--- config.mk ---
export PLATFORM = sky130hd
export DESIGN_NAME = sorted_table_insert_delete
export DESIGN_NICKNAME = d
export VERILOG_FILES = /design/src/stid_pkg.sv /design/src/sorted_table_insert_delete.sv /design/src/stid_datapath.sv /design/src/stid_controller.sv
export SDC_FILE = /design/constraint.sdc
export NUM_CORES = 1
export LEC_CHECK = 0
export ABC_AREA = 1
export BUFFER_PORTS_ARGS = -buffer_cell sky130_fd_sc_hd__buf_2
export CORE_ASPECT_RATIO = 0.6
export CORE_MARGIN = 1.5
export CORE_UTILIZATION = 55
export DETAILED_ROUTE_END_ITERATION = 10
export PLACE_DENSITY = 0.68
export SLEW_MARGIN = 20
export SYNTH_ARGS = -nofsm -noshare
export SYNTH_HDL_FRONTEND = slang
export SYNTH_SLANG_ARGS = --single-unit
--- constraint.sdc ---
create_clock -name clk -period 5 [get_ports clk]
set_input_delay 1 -clock clk [delete_from_list [all_inputs] [get_ports clk]]
set_output_delay 1 -clock clk [all_outputs]
set_load 0.02 [all_outputs]
--- src/stid_pkg.sv ---
// Shared types and codes for the sorted table insert and delete block.
package stid_pkg;

    localparam int VALUE_W     = 32;
    localparam int STATUS_W    = 2;
    localparam int FIELD_W     = 5;
    localparam int OUT_TDATA_W = 16;

    localparam logic CMD_INSERT = 1'b0;
    localparam logic CMD_DELETE = 1'b1;

    localparam logic [STATUS_W-1:0] ST_OK        = 2'd0;
    localparam logic [STATUS_W-1:0] ST_FULL      = 2'd1;
    localparam logic [STATUS_W-1:0] ST_NOT_FOUND = 2'd2;

    typedef enum logic [3:0] {
        DP_NOP,
        DP_LOAD,
        DP_INS_START,
        DP_INS_SHIFT,
        DP_INS_PUT,
        DP_DEL_START,
        DP_DEL_STEP,
        DP_FIN_INS,
        DP_FIN_FULL,
        DP_FIN_DEL
    } dp_op_t;

    typedef struct packed {
        logic cmd_del;
        logic empty;
        logic full;
        logic greater;
        logic pos_is_one;
        logic rd_last;
    } dp_status_t;

    typedef enum logic [2:0] {
        S_IDLE,
        S_START,
        S_INS_SCAN,
        S_INS_PUT,
        S_DEL_SCAN,
        S_FIN_INS,
        S_FIN_FULL,
        S_FIN_DEL
    } ctrl_state_t;

endpackage

--- src/sorted_table_insert_delete.sv ---
// Top level of the sorted table that inserts values and deletes all copies of a value.
//
//   Channel | Direction | Handshake          | Payload
//   --------+-----------+--------------------+---------------------------------------------
//   s_      | in        | s_tvalid/s_tready  | s_tuser: cmd; s_tdata: value
//   m_      | out       | m_tvalid/m_tready  | m_tdata: status, count, removed
//
// One word is handled at a time. An insert walks down past the k stored entries larger
// than the value, so at most n with n stored entries; a delete walks all n entries. A
// rejected insert or a delete from an empty table does no walk. The entry memory has a
// single read port and a single write port, which let the walk move one entry per
// cycle. Reset empties the table at once, with no clearing pass, since entries are read
// only below the count. A stalled result waits in the output register while the next
// word is accepted; that word's result is then held back until the output is taken.
module sorted_table_insert_delete #(
    parameter int CAPACITY = 16
) (
    input  logic                               clk,
    input  logic                               rst_n,
    input  logic                               s_tvalid,
    output logic                               s_tready,
    input  logic [stid_pkg::VALUE_W-1:0]       s_tdata,   // [31:0] value
    input  logic                               s_tuser,   // [0] cmd
    output logic                               m_tvalid,
    input  logic                               m_tready,
    output logic [stid_pkg::OUT_TDATA_W-1:0]   m_tdata    // [1:0] status, [6:2] count,
                                                          // [11:7] removed, [15:12] zero
);
    import stid_pkg::*;

    dp_op_t              op;
    dp_status_t          status;
    logic [STATUS_W-1:0] res_status;
    logic [FIELD_W-1:0]  res_count;
    logic [FIELD_W-1:0]  res_removed;

    // The controller owns the handshakes and issues one datapath command per cycle.
    stid_controller u_ctrl (
        .clk       (clk),
        .rst_n     (rst_n),
        .in_valid  (s_tvalid),
        .in_ready  (s_tready),
        .out_valid (m_tvalid),
        .out_ready (m_tready),
        .status    (status),
        .op        (op)
    );

    // The datapath holds the entries, the count and the registered result fields.
    stid_datapath #(
        .CAPACITY (CAPACITY)
    ) u_dp (
        .clk         (clk),
        .rst_n       (rst_n),
        .op          (op),
        .in_cmd      (s_tuser),
        .in_value    ($signed(s_tdata)),
        .status      (status),
        .res_status  (res_status),
        .res_count   (res_count),
        .res_removed (res_removed)
    );

    // Fields are packed from the lowest bit up and padded with zeros to two bytes.
    assign m_tdata = {{(OUT_TDATA_W - STATUS_W - 2 * FIELD_W){1'b0}},
                      res_removed, res_count, res_status};

endmodule

--- src/stid_datapath.sv ---
// Datapath of the sorted table: entry memory, pointers, count and result register.
module stid_datapath #(
    parameter int CAPACITY = 16
) (
    input  logic                                  clk,
    input  logic                                  rst_n,
    input  stid_pkg::dp_op_t                      op,
    input  logic                                  in_cmd,
    input  logic signed [stid_pkg::VALUE_W-1:0]   in_value,
    output stid_pkg::dp_status_t                  status,
    output logic [stid_pkg::STATUS_W-1:0]         res_status,
    output logic [stid_pkg::FIELD_W-1:0]          res_count,
    output logic [stid_pkg::FIELD_W-1:0]          res_removed
);
    import stid_pkg::*;

    localparam int AW = $clog2(CAPACITY);
    localparam int CW = $clog2(CAPACITY + 1);

    logic [VALUE_W-1:0] mem [CAPACITY];

    logic [CW-1:0]             cnt_reg, cnt_next;
    logic [CW-1:0]             ptr_reg, ptr_next;
    logic [CW-1:0]             wptr_reg, wptr_next;
    logic signed [VALUE_W-1:0] key_reg, key_next;
    logic                      cmd_reg, cmd_next;
    logic [VALUE_W-1:0]        rd_data_reg;

    logic [STATUS_W-1:0] res_status_reg, res_status_next;
    logic [FIELD_W-1:0]  res_count_reg, res_count_next;
    logic [FIELD_W-1:0]  res_removed_reg, res_removed_next;
    logic                res_load;

    logic               wr_en;
    logic [AW-1:0]      wr_addr;
    logic [VALUE_W-1:0] wr_data;
    logic               rd_en;
    logic [AW-1:0]      rd_addr;

    logic [CW-1:0] cnt_m1;
    logic [CW-1:0] ptr_m1;
    logic [CW-1:0] ptr_m2;
    logic [CW-1:0] cnt_p1;
    logic [CW-1:0] gone;

    assign cnt_m1 = cnt_reg - CW'(1);
    assign cnt_p1 = cnt_reg + CW'(1);
    assign ptr_m1 = ptr_reg - CW'(1);
    assign ptr_m2 = ptr_reg - CW'(2);
    assign gone   = cnt_reg - wptr_reg;

    assign status.cmd_del    = (cmd_reg == CMD_DELETE);
    assign status.empty      = (cnt_reg == '0);
    assign status.full       = (cnt_reg == CW'(CAPACITY));
    assign status.greater    = ($signed(rd_data_reg) > key_reg);
    assign status.pos_is_one = (ptr_reg == CW'(1));
    assign status.rd_last    = (ptr_reg == cnt_reg);

    always_comb
    begin
        cnt_next         = cnt_reg;
        ptr_next         = ptr_reg;
        wptr_next        = wptr_reg;
        key_next         = key_reg;
        cmd_next         = cmd_reg;
        wr_en            = 1'b0;
        wr_addr          = ptr_reg[AW-1:0];
        wr_data          = rd_data_reg;
        rd_en            = 1'b0;
        rd_addr          = ptr_reg[AW-1:0];
        res_load         = 1'b0;
        res_status_next  = ST_OK;
        res_count_next   = FIELD_W'(cnt_reg);
        res_removed_next = '0;
        unique case (op)
            DP_NOP:
            begin
            end
            DP_LOAD:
            begin
                key_next = in_value;
                cmd_next = in_cmd;
            end
            DP_INS_START:
            begin
                ptr_next = cnt_reg;
                rd_en    = !status.empty;
                rd_addr  = cnt_m1[AW-1:0];
            end
            DP_INS_SHIFT:
            begin
                // The entry below is larger: move it up one place.
                wr_en    = 1'b1;
                wr_addr  = ptr_reg[AW-1:0];
                wr_data  = rd_data_reg;
                ptr_next = ptr_m1;
                rd_en    = !status.pos_is_one;
                rd_addr  = ptr_m2[AW-1:0];
            end
            DP_INS_PUT:
            begin
                wr_en   = 1'b1;
                wr_addr = ptr_reg[AW-1:0];
                wr_data = key_reg;
            end
            DP_DEL_START:
            begin
                ptr_next  = CW'(1);
                wptr_next = '0;
                rd_en     = 1'b1;
                rd_addr   = '0;
            end
            DP_DEL_STEP:
            begin
                // Keep entries that differ from the key, packed toward zero.
                if ($signed(rd_data_reg) != key_reg)
                begin
                    wr_en     = 1'b1;
                    wr_addr   = wptr_reg[AW-1:0];
                    wr_data   = rd_data_reg;
                    wptr_next = wptr_reg + CW'(1);
                end
                if (!status.rd_last)
                begin
                    rd_en    = 1'b1;
                    rd_addr  = ptr_reg[AW-1:0];
                    ptr_next = ptr_reg + CW'(1);
                end
            end
            DP_FIN_INS:
            begin
                cnt_next        = cnt_p1;
                res_load        = 1'b1;
                res_status_next = ST_OK;
                res_count_next  = FIELD_W'(cnt_p1);
            end
            DP_FIN_FULL:
            begin
                res_load        = 1'b1;
                res_status_next = ST_FULL;
                res_count_next  = FIELD_W'(cnt_reg);
            end
            DP_FIN_DEL:
            begin
                cnt_next         = wptr_reg;
                res_load         = 1'b1;
                res_status_next  = (gone == '0) ? ST_NOT_FOUND : ST_OK;
                res_count_next   = FIELD_W'(wptr_reg);
                res_removed_next = FIELD_W'(gone);
            end
            default:
            begin
            end
        endcase
    end

    always_ff @(posedge clk)
    begin
        if (wr_en)
        begin
            mem[wr_addr] <= wr_data;
        end
        if (rd_en)
        begin
            rd_data_reg <= mem[rd_addr];
        end
    end

    always_ff @(posedge clk or negedge rst_n)
    begin
        if (!rst_n)
        begin
            cnt_reg  <= '0;
            ptr_reg  <= '0;
            wptr_reg <= '0;
            cmd_reg  <= CMD_INSERT;
        end
        else
        begin
            cnt_reg  <= cnt_next;
            ptr_reg  <= ptr_next;
            wptr_reg <= wptr_next;
            cmd_reg  <= cmd_next;
        end
    end

    always_ff @(posedge clk)
    begin
        key_reg <= key_next;
        if (res_load)
        begin
            res_status_reg  <= res_status_next;
            res_count_reg   <= res_count_next;
            res_removed_reg <= res_removed_next;
        end
    end

    assign res_status  = res_status_reg;
    assign res_count   = res_count_reg;
    assign res_removed = res_removed_reg;

endmodule

--- src/stid_controller.sv ---
// Controller state machine that sequences each insert or delete and the result handshake.
module stid_controller (
    input  logic                 clk,
    input  logic                 rst_n,
    input  logic                 in_valid,
    output logic                 in_ready,
    output logic                 out_valid,
    input  logic                 out_ready,
    input  stid_pkg::dp_status_t status,
    output stid_pkg::dp_op_t     op
);
    import stid_pkg::*;

    ctrl_state_t state_reg, state_next;
    logic        out_valid_reg, out_valid_next;
    logic        out_free;

    assign out_free = !out_valid_reg || out_ready;

    always_comb
    begin
        state_next = state_reg;
        unique case (state_reg)
            S_IDLE:
            begin
                if (in_valid)
                begin
                    state_next = S_START;
                end
            end
            S_START:
            begin
                priority if (status.cmd_del)
                begin
                    state_next = status.empty ? S_FIN_DEL : S_DEL_SCAN;
                end
                else if (status.full)
                begin
                    state_next = S_FIN_FULL;
                end
                else
                begin
                    state_next = status.empty ? S_INS_PUT : S_INS_SCAN;
                end
            end
            S_INS_SCAN:
            begin
                if (status.greater)
                begin
                    state_next = status.pos_is_one ? S_INS_PUT : S_INS_SCAN;
                end
                else
                begin
                    state_next = S_FIN_INS;
                end
            end
            S_INS_PUT:
            begin
                state_next = S_FIN_INS;
            end
            S_DEL_SCAN:
            begin
                if (status.rd_last)
                begin
                    state_next = S_FIN_DEL;
                end
            end
            S_FIN_INS, S_FIN_FULL, S_FIN_DEL:
            begin
                if (out_free)
                begin
                    state_next = S_IDLE;
                end
            end
            default:
            begin
                state_next = S_IDLE;
            end
        endcase
    end

    always_comb
    begin
        op             = DP_NOP;
        in_ready       = 1'b0;
        out_valid_next = out_valid_reg && !out_ready;
        unique case (state_reg)
            S_IDLE:
            begin
                in_ready = 1'b1;
                if (in_valid)
                begin
                    op = DP_LOAD;
                end
            end
            S_START:
            begin
                priority if (status.cmd_del)
                begin
                    op = status.empty ? DP_NOP : DP_DEL_START;
                end
                else if (status.full)
                begin
                    op = DP_NOP;
                end
                else
                begin
                    op = DP_INS_START;
                end
            end
            S_INS_SCAN:
            begin
                op = status.greater ? DP_INS_SHIFT : DP_INS_PUT;
            end
            S_INS_PUT:
            begin
                op = DP_INS_PUT;
            end
            S_DEL_SCAN:
            begin
                op = DP_DEL_STEP;
            end
            S_FIN_INS:
            begin
                if (out_free)
                begin
                    op             = DP_FIN_INS;
                    out_valid_next = 1'b1;
                end
            end
            S_FIN_FULL:
            begin
                if (out_free)
                begin
                    op             = DP_FIN_FULL;
                    out_valid_next = 1'b1;
                end
            end
            S_FIN_DEL:
            begin
                if (out_free)
                begin
                    op             = DP_FIN_DEL;
                    out_valid_next = 1'b1;
                end
            end
            default:
            begin
                op = DP_NOP;
            end
        endcase
    end

    always_ff @(posedge clk or negedge rst_n)
    begin
        if (!rst_n)
        begin
            state_reg     <= S_IDLE;
            out_valid_reg <= 1'b0;
        end
        else
        begin
            state_reg     <= state_next;
            out_valid_reg <= out_valid_next;
        end
    end

    assign out_valid = out_valid_reg;

endmodule

Word level (Yosys, flattened, before mapping)
Memories as Yosys holds them, arrays and structs flattened. A register that Yosys moved wholly into a read port is not among the register bits.
Index checks and enable logic that the tools add are counted.
{ "classes": {"addsub": 7, "mul": 0, "n_div": 0, "shifts": 0, "magnitude_cmp": 1, "n_eq_ne": 25, "n_mux": 40, "bitwise": 0, "reduce_logical": 17} }
{ "op_table": {"columns": ["operator", "n"], "rows": [
  ["> comparator 32 bit", 1],
  ["two-way mux 32 bit", 1],
  ["inequality test 32 bit", 1],
  ["case mux 4 bit (8 select lines)", 1],
  ["two-way mux 3 bit", 9],
  ["two-way mux 4 bit", 5],
  ["case mux 5 bit (2 select lines)", 2],
  ["case mux 5 bit (4 select lines)", 1],
  ["case mux 3 bit (6 select lines)", 1],
  ["== test 4 x 3 -> 1 bit (second input constant)", 4],
  ["adder 5 x 1 -> 5 bit (second input constant)", 3],
  ["== test 3 bit (second input constant)", 4],
  ["case mux 4 bit (3 select lines)", 1],
  ["two-way mux 1 bit", 11],
  ["logical NOT 5 bit", 2],
  ["two-way mux 5 bit", 2],
  ["== test 4 x 2 -> 1 bit (second input constant)", 2],
  ["== test 4 bit (second input constant)", 2],
  ["== test 3 x 2 -> 1 bit (second input constant)", 2],
  ["two-way mux 2 bit", 3],
  ["inequality test 2 bit (second input constant)", 3],
  ["OR reduction 3 bit", 2],
  ["== test 5 x 1 -> 1 bit (second input constant)", 1],
  ["== test 5 bit", 1],
  ["other kinds (20)", 25]
]} }
{ "word_totals": {"latch_bits": 0, "wordCells": 101, "input_bits": 37, "reg_bits": 64, "romBits": 0, "mem_count": 1, "out_inout_bits": 18, "mem_bits_rw": 512} }
{ "mem_list": {"columns": ["memory", "words", "word_bits", "read_ports", "rd_clocked_by_memory_dff", "wr", "line_no", "rtl"], "rows": [
  ["u_dp.mem", 16, 32, 1, 1, 1, "stid_datapath.sv:20", "logic [VALUE_W-1:0] mem [CAPACITY];"]
]} }

Logic depth before layout (Yosys ltp)
{ "logic_depth": {"ltp_word": 9, "depth_mapped": 24, "depth_no_buf": 22} }

Hierarchy
A second synthesis with hierarchy kept.
{ "hier_totals": {"hier_cells": 2649, "area_unflattened_um2": 27846.7} }
{ "by_module_without_submodules": {"columns": ["module", "cells_each", "area_each_um2", "n_inst", "seq_area_each_um2"], "rows": [
  ["stid_datapath", 2571, 27406.3, 1, 18057.3],
  ["stid_controller", 73, 406.6, 1, 100.1],
  ["sorted_table_insert_delete", 5, 33.8, 1, 0.0]
]} }

Worst setup path after synthesis
No wires, ideal clock.
{ "synth_timing": {"path_type": "input-to-reg", "startpoint": "input s_tvalid", "endpoint": "register u_dp.key_reg[0], enable pin", "t_required_ns": 4.535, "t_arrival_ns": 3.341, "path_buffers": 0, "setup_ns": 0.465, "cell_stages": 2, "setup_slack_ns": 1.194, "cell_sequence": "inv_1 > nor3_1"} }
{ "synth_between": {"elab_chain_len": 3} }
{ "synth_lines": {"columns": ["item", "line_no", "rtl"], "rows": [
  ["start: declaration", "sorted_table_insert_delete.sv:20", "input logic s_tvalid,"],
  ["two-way mux 1 bit", "stid_controller.sv:91", "if (in_valid)"],
  ["case mux 4 bit (8 select lines)", "stid_controller.sv:87", "unique case (state_reg)"],
  ["== test 4 x 1 -> 1 bit", "stid_datapath.sv:75", "unique case (op)"],
  ["end signal: assignment", "stid_datapath.sv:189", "key_reg <= key_next;"],
  ["end: declaration", "stid_datapath.sv:25", "logic signed [VALUE_W-1:0] key_reg, key_next;"]
]} }
No other way between the ends.
A chain may end at the register's enable or synchronous reset.

Worst setup path in the final report
{ "layout_timing": {"startpoint": "register u_dp.rd_data_reg[15] (read register of u_dp.mem)", "endpoint": "register u_dp.rd_data_reg[26] (read register of u_dp.mem) (data pin)"} }
{ "layout_between": {"elab_chain_len": 5, "elab_cells_between_ends": 9, "cone_classes": "order compare: 1; eq/ne: 4; mux: 4"} }
{ "layout_lines": {"columns": ["item", "line_no", "rtl"], "rows": [
  ["start: declaration", "stid_datapath.sv:27", "logic [VALUE_W-1:0] rd_data_reg;"],
  ["> comparator 32 bit (*)", "stid_datapath.sv:55", "assign status.greater = ($signed(rd_data_reg) > key_reg);"],
  ["two-way mux 3 bit (*)", "stid_controller.sv:113", "op = status.greater ? DP_INS_SHIFT : DP_INS_PUT;"],
  ["case mux 4 bit (8 select lines) (*)", "stid_controller.sv:87", null],
  ["== test 4 x 3 -> 1 bit / == test 4 x 2 -> 1 bit (equally long branches)", "stid_datapath.sv:75", null],
  ["case mux 1 bit (4 select lines) / case mux 4 bit (3 select lines) (equally long branches)", "stid_datapath.sv:75", null]
]} }
Every way passes the cells marked *; elsewhere a longest branch is shown, timed or not.

==> flow_summary.yaml <==
grt:
  grt_usage: 0.281
  grt_pass1_vias: 18100
  grt-ovfl-total: 0
  grt_pass1_wl_mm: 110
  antenna_found_initial: 0
  grt_max_degree: 163
yosys:
  synth-compound-area-share: 0.0204
  yosysWarnings: 0
  synth_cell_types: 45
  syn_inst: 2555
  avgSynthCellArea_sq_um: 10.8
  synth-edff-count: 588
  synthAdderAreaFrac: 0.0215
  syn_area_sq_mm: 0.0277
  synth_ff_type: "edfxtp_1"
  synth_xor_area_frac: 0.00380
  yosysSeqAreaShare: 0.657
  synth-async-reset-ratio: 0.0329
  muxShareOfSynthArea: 0
  yosys.area_share.simple: 0.221
  synth_top_family_by_area: "simple AND/OR/NAND/NOR gates"
  synth-seq-cells: 608
power:
  total_power_w: 0.0232
  power_density_mw_per_mm2: 756
  vdd_ir_drop_max_v: 0.000801
  leakage_nw: 12.4
route:
  final_antenna_net_count: 0
  via_per_inst: 5.81
  drt-total-wl_mm: 72.0
  vias: 19100
  wl_per_cell_um: 21.9
  dr.pass1.iters: 5
  drt-initial-drc-count: 2398
  drc: 0
floorplan:
  core_sq_mm: 0.0495
  start_util: 0.559
  die_h_um: 177
  die_w_um: 293
  row_count: 63
  die-area_sq_mm: 0.0517
  ios: 55
placement:
  post-dp-hpwl_mm: 37.9
  io_buffers: 50
  place_area_sq_mm: 0.0289
  place_congestion: 0.885
sta:
  skew_ns: 0.0157
  slew_viol_final: 0
  fin_setup_tns_ns: 0
  hold_viol: 0
  fmax_ghz: 0.245
  rsz0062_at_grt: "false"
  setup_viol: 0
  worstMarginPinSlew_ns: 1.10
  slew_headroom: 0.263
  period_needed_ns: 4.09
  period_share: 0.818
clock_network:
  cts_made_buffers: 56
  clock-sinks: 608
  cts-root-buf: "clkbuf_16"
  tritoncts: "built"
  post_cts_resized: 0
  holdBufCountCts: 0
  cts_max_level: 2
  clk_latency_ns: 0.60
  cts_buffer_depth: 3
  clk_pin_slew_ns: 0.07
  cts_setup_buffers: 0
worst_setup_path:
  critPathCaptureType: "flop"
  start_kind: "flop"
  cp.arrival_ns: 4.45
  crit_required_ns: 5.36
  crit_type: "reg -> reg"
  crit_fanout: 91
job:
  max_cap_viol_count: 0
hold_path:
  hp-class: "in -> async"
final_layout:
  layout-drive-gt1-share: 0.0989
  syn_to_final_growth_pct: 11.0
  nNetsFinal: 2680
  finalCoreUtilization: 0.620
  insertedDiodeCount: 0
  fin_area_sq_mm: 0.0307
  largest_reg_flops: 512
status:
  status: "finished clean"
==> cell families after synthesis <==
family,count (synthesis)
other cells,1
xor+xnor,12
flops,608
fa+ha+maj,47
simple gates,1278
buf+inv,514
compound gates,95
==> path summary, 6_finish.rpt <==
check / from / end / slack (ns) / cells after the start
max: u_dp.rd_data_reg[15] / u_dp.rd_data_reg[26] / 0.91 / 17
min: rst_n / u_dp.cnt_reg[3] / 0.36 / 1
max reg2reg: u_dp.rd_data_reg[15] / u_dp.rd_data_reg[26] / 0.91 / 17
min reg2reg: u_dp.cmd_reg / u_dp.cmd_reg / 0.60 / 2
max in group asynchronous: rst_n / u_dp.ptr_reg[4] / 4.29 / 1
min in group clk: s_tdata[20] / u_dp.key_reg[20] / 0.57 / 1
==> synth_stat cells, types with 2 or more instances <==
cell | count | area [sq um]
nand2_1 | 513 | 1930
o21a_1 | 2 | 15.0
xnor2_1 | 3 | 26.3
ha_1 | 46 | 576
nand3b_1 | 145 | 1090
dfrtp_1 | 20 | 500
a31oi_1 | 3 | 18.8
o211ai_1 | 4 | 30.0
o221ai_1 | 3 | 26.3
o21ai_0 | 47 | 235
nand3_1 | 527 | 2640
nor2_1 | 63 | 236
a21o_1 | 3 | 22.5
a21oi_1 | 18 | 90.1
nand4_1 | 7 | 43.8
xor2_1 | 9 | 78.8
o21ai_1 | 2 | 10.0
nor3_1 | 5 | 25.0
buf_4 | 10 | 75.1
edfxtp_1 | 588 | 17700
a32oi_1 | 2 | 17.5
nor2_2 | 7 | 43.8
inv_1 | 353 | 1330
or2_2 | 3 | 18.8
a22oi_1 | 2 | 15.0
buf_2 | 122 | 611
inv_2 | 13 | 48.8
nand4_2 | 2 | 25.0
clkbuf_1 | 15 | 56.3
a311oi_1 | 2 | 17.5
o22ai_1 | 2 | 12.5
==> report_power, final <==
part | internal, W | switching [W]
clock network | 0.00237 | 0.00190
registers | 0.00765 | 0.000342
logic | 0.00314 | 0.00783
==> worst max-delay path, stage by stage, from the launching register on <==
cell	delay [ns]
edfxtp_1	0.44
ha_1	0.33
nand2_1	0.08
nor2_1	0.17
nand4_1	0.26
nor2_2	0.21
nand2_1	0.09
nand3_1	0.08
nand2_1	0.10
nand4_4	0.16
nand4_4	0.36
nand2_8	0.66
buf_4	0.39
nand2_1	0.08
nand3_1	0.07
nand3_1	0.08
nand3_1	0.15
nand2_1	0.06
==> through the flow <==
stage | std cells | hold WS (ns) | setup WS (ns)
final | 3290 | 0.360 | 0.911
after global routing | 3290 | 0.391 | 0.619
after CTS | 3290 | 0.359 | 0.949
after detailed placement | 3188 | 0.571 | 0.973
after global placement | 3188 | 0.566 | 1.00
after floorplan | 2558 | 0.528 | 1.19
==> routing by layer <==
metal  GRT usage  part of all wire  up-vias
li1            -                 -     8784
met2       0.426              0.43      933
met3      0.0573              0.11      131
met4      0.0697             0.022        0
met1       0.419              0.44     9281
met5           0                 0        -
==> layout make-up <==
class	instances	area, sq um
flip-flops and latches	608	18200
inverters	366	1380
well taps	650	813
repair buffers	128	1010
multi-input cells	1436	7550
clock buffers	65	1480
clock inverters	37	322
fillers	3911	18800
==> cells in the final DEF (no fill, tap or decap), types with 3 or more instances in the layout <==
| cell | instances |
|---|---|
| nor2_2 | 7 |
| nor2_1 | 47 |
| buf_2 | 50 |
| clkbuf_1 | 7 |
| xor2_1 | 9 |
| nor3_1 | 4 |
| bufinv_16 | 5 |
| a21o_1 | 3 |
| nand2_1 | 510 |
| o211ai_1 | 4 |
| clkinv_1 | 12 |
| ha_1 | 46 |
| nor2_4 | 17 |
| conb_1 | 4 |
| inv_2 | 12 |
| clkinvlp_4 | 6 |
| nand3_1 | 526 |
| o21ai_0 | 47 |
| or2_2 | 3 |
| nand4_1 | 7 |
| buf_4 | 64 |
| buf_12 | 14 |
| a21oi_1 | 18 |
| edfxtp_1 | 588 |
| nand3b_1 | 145 |
| o221ai_1 | 3 |
| clkinv_2 | 13 |
| xnor2_1 | 3 |
| dfrtp_1 | 20 |
| clkbuf_16 | 58 |
| inv_1 | 353 |
| a31oi_1 | 3 |
Power figures use the tool's default switching activity.
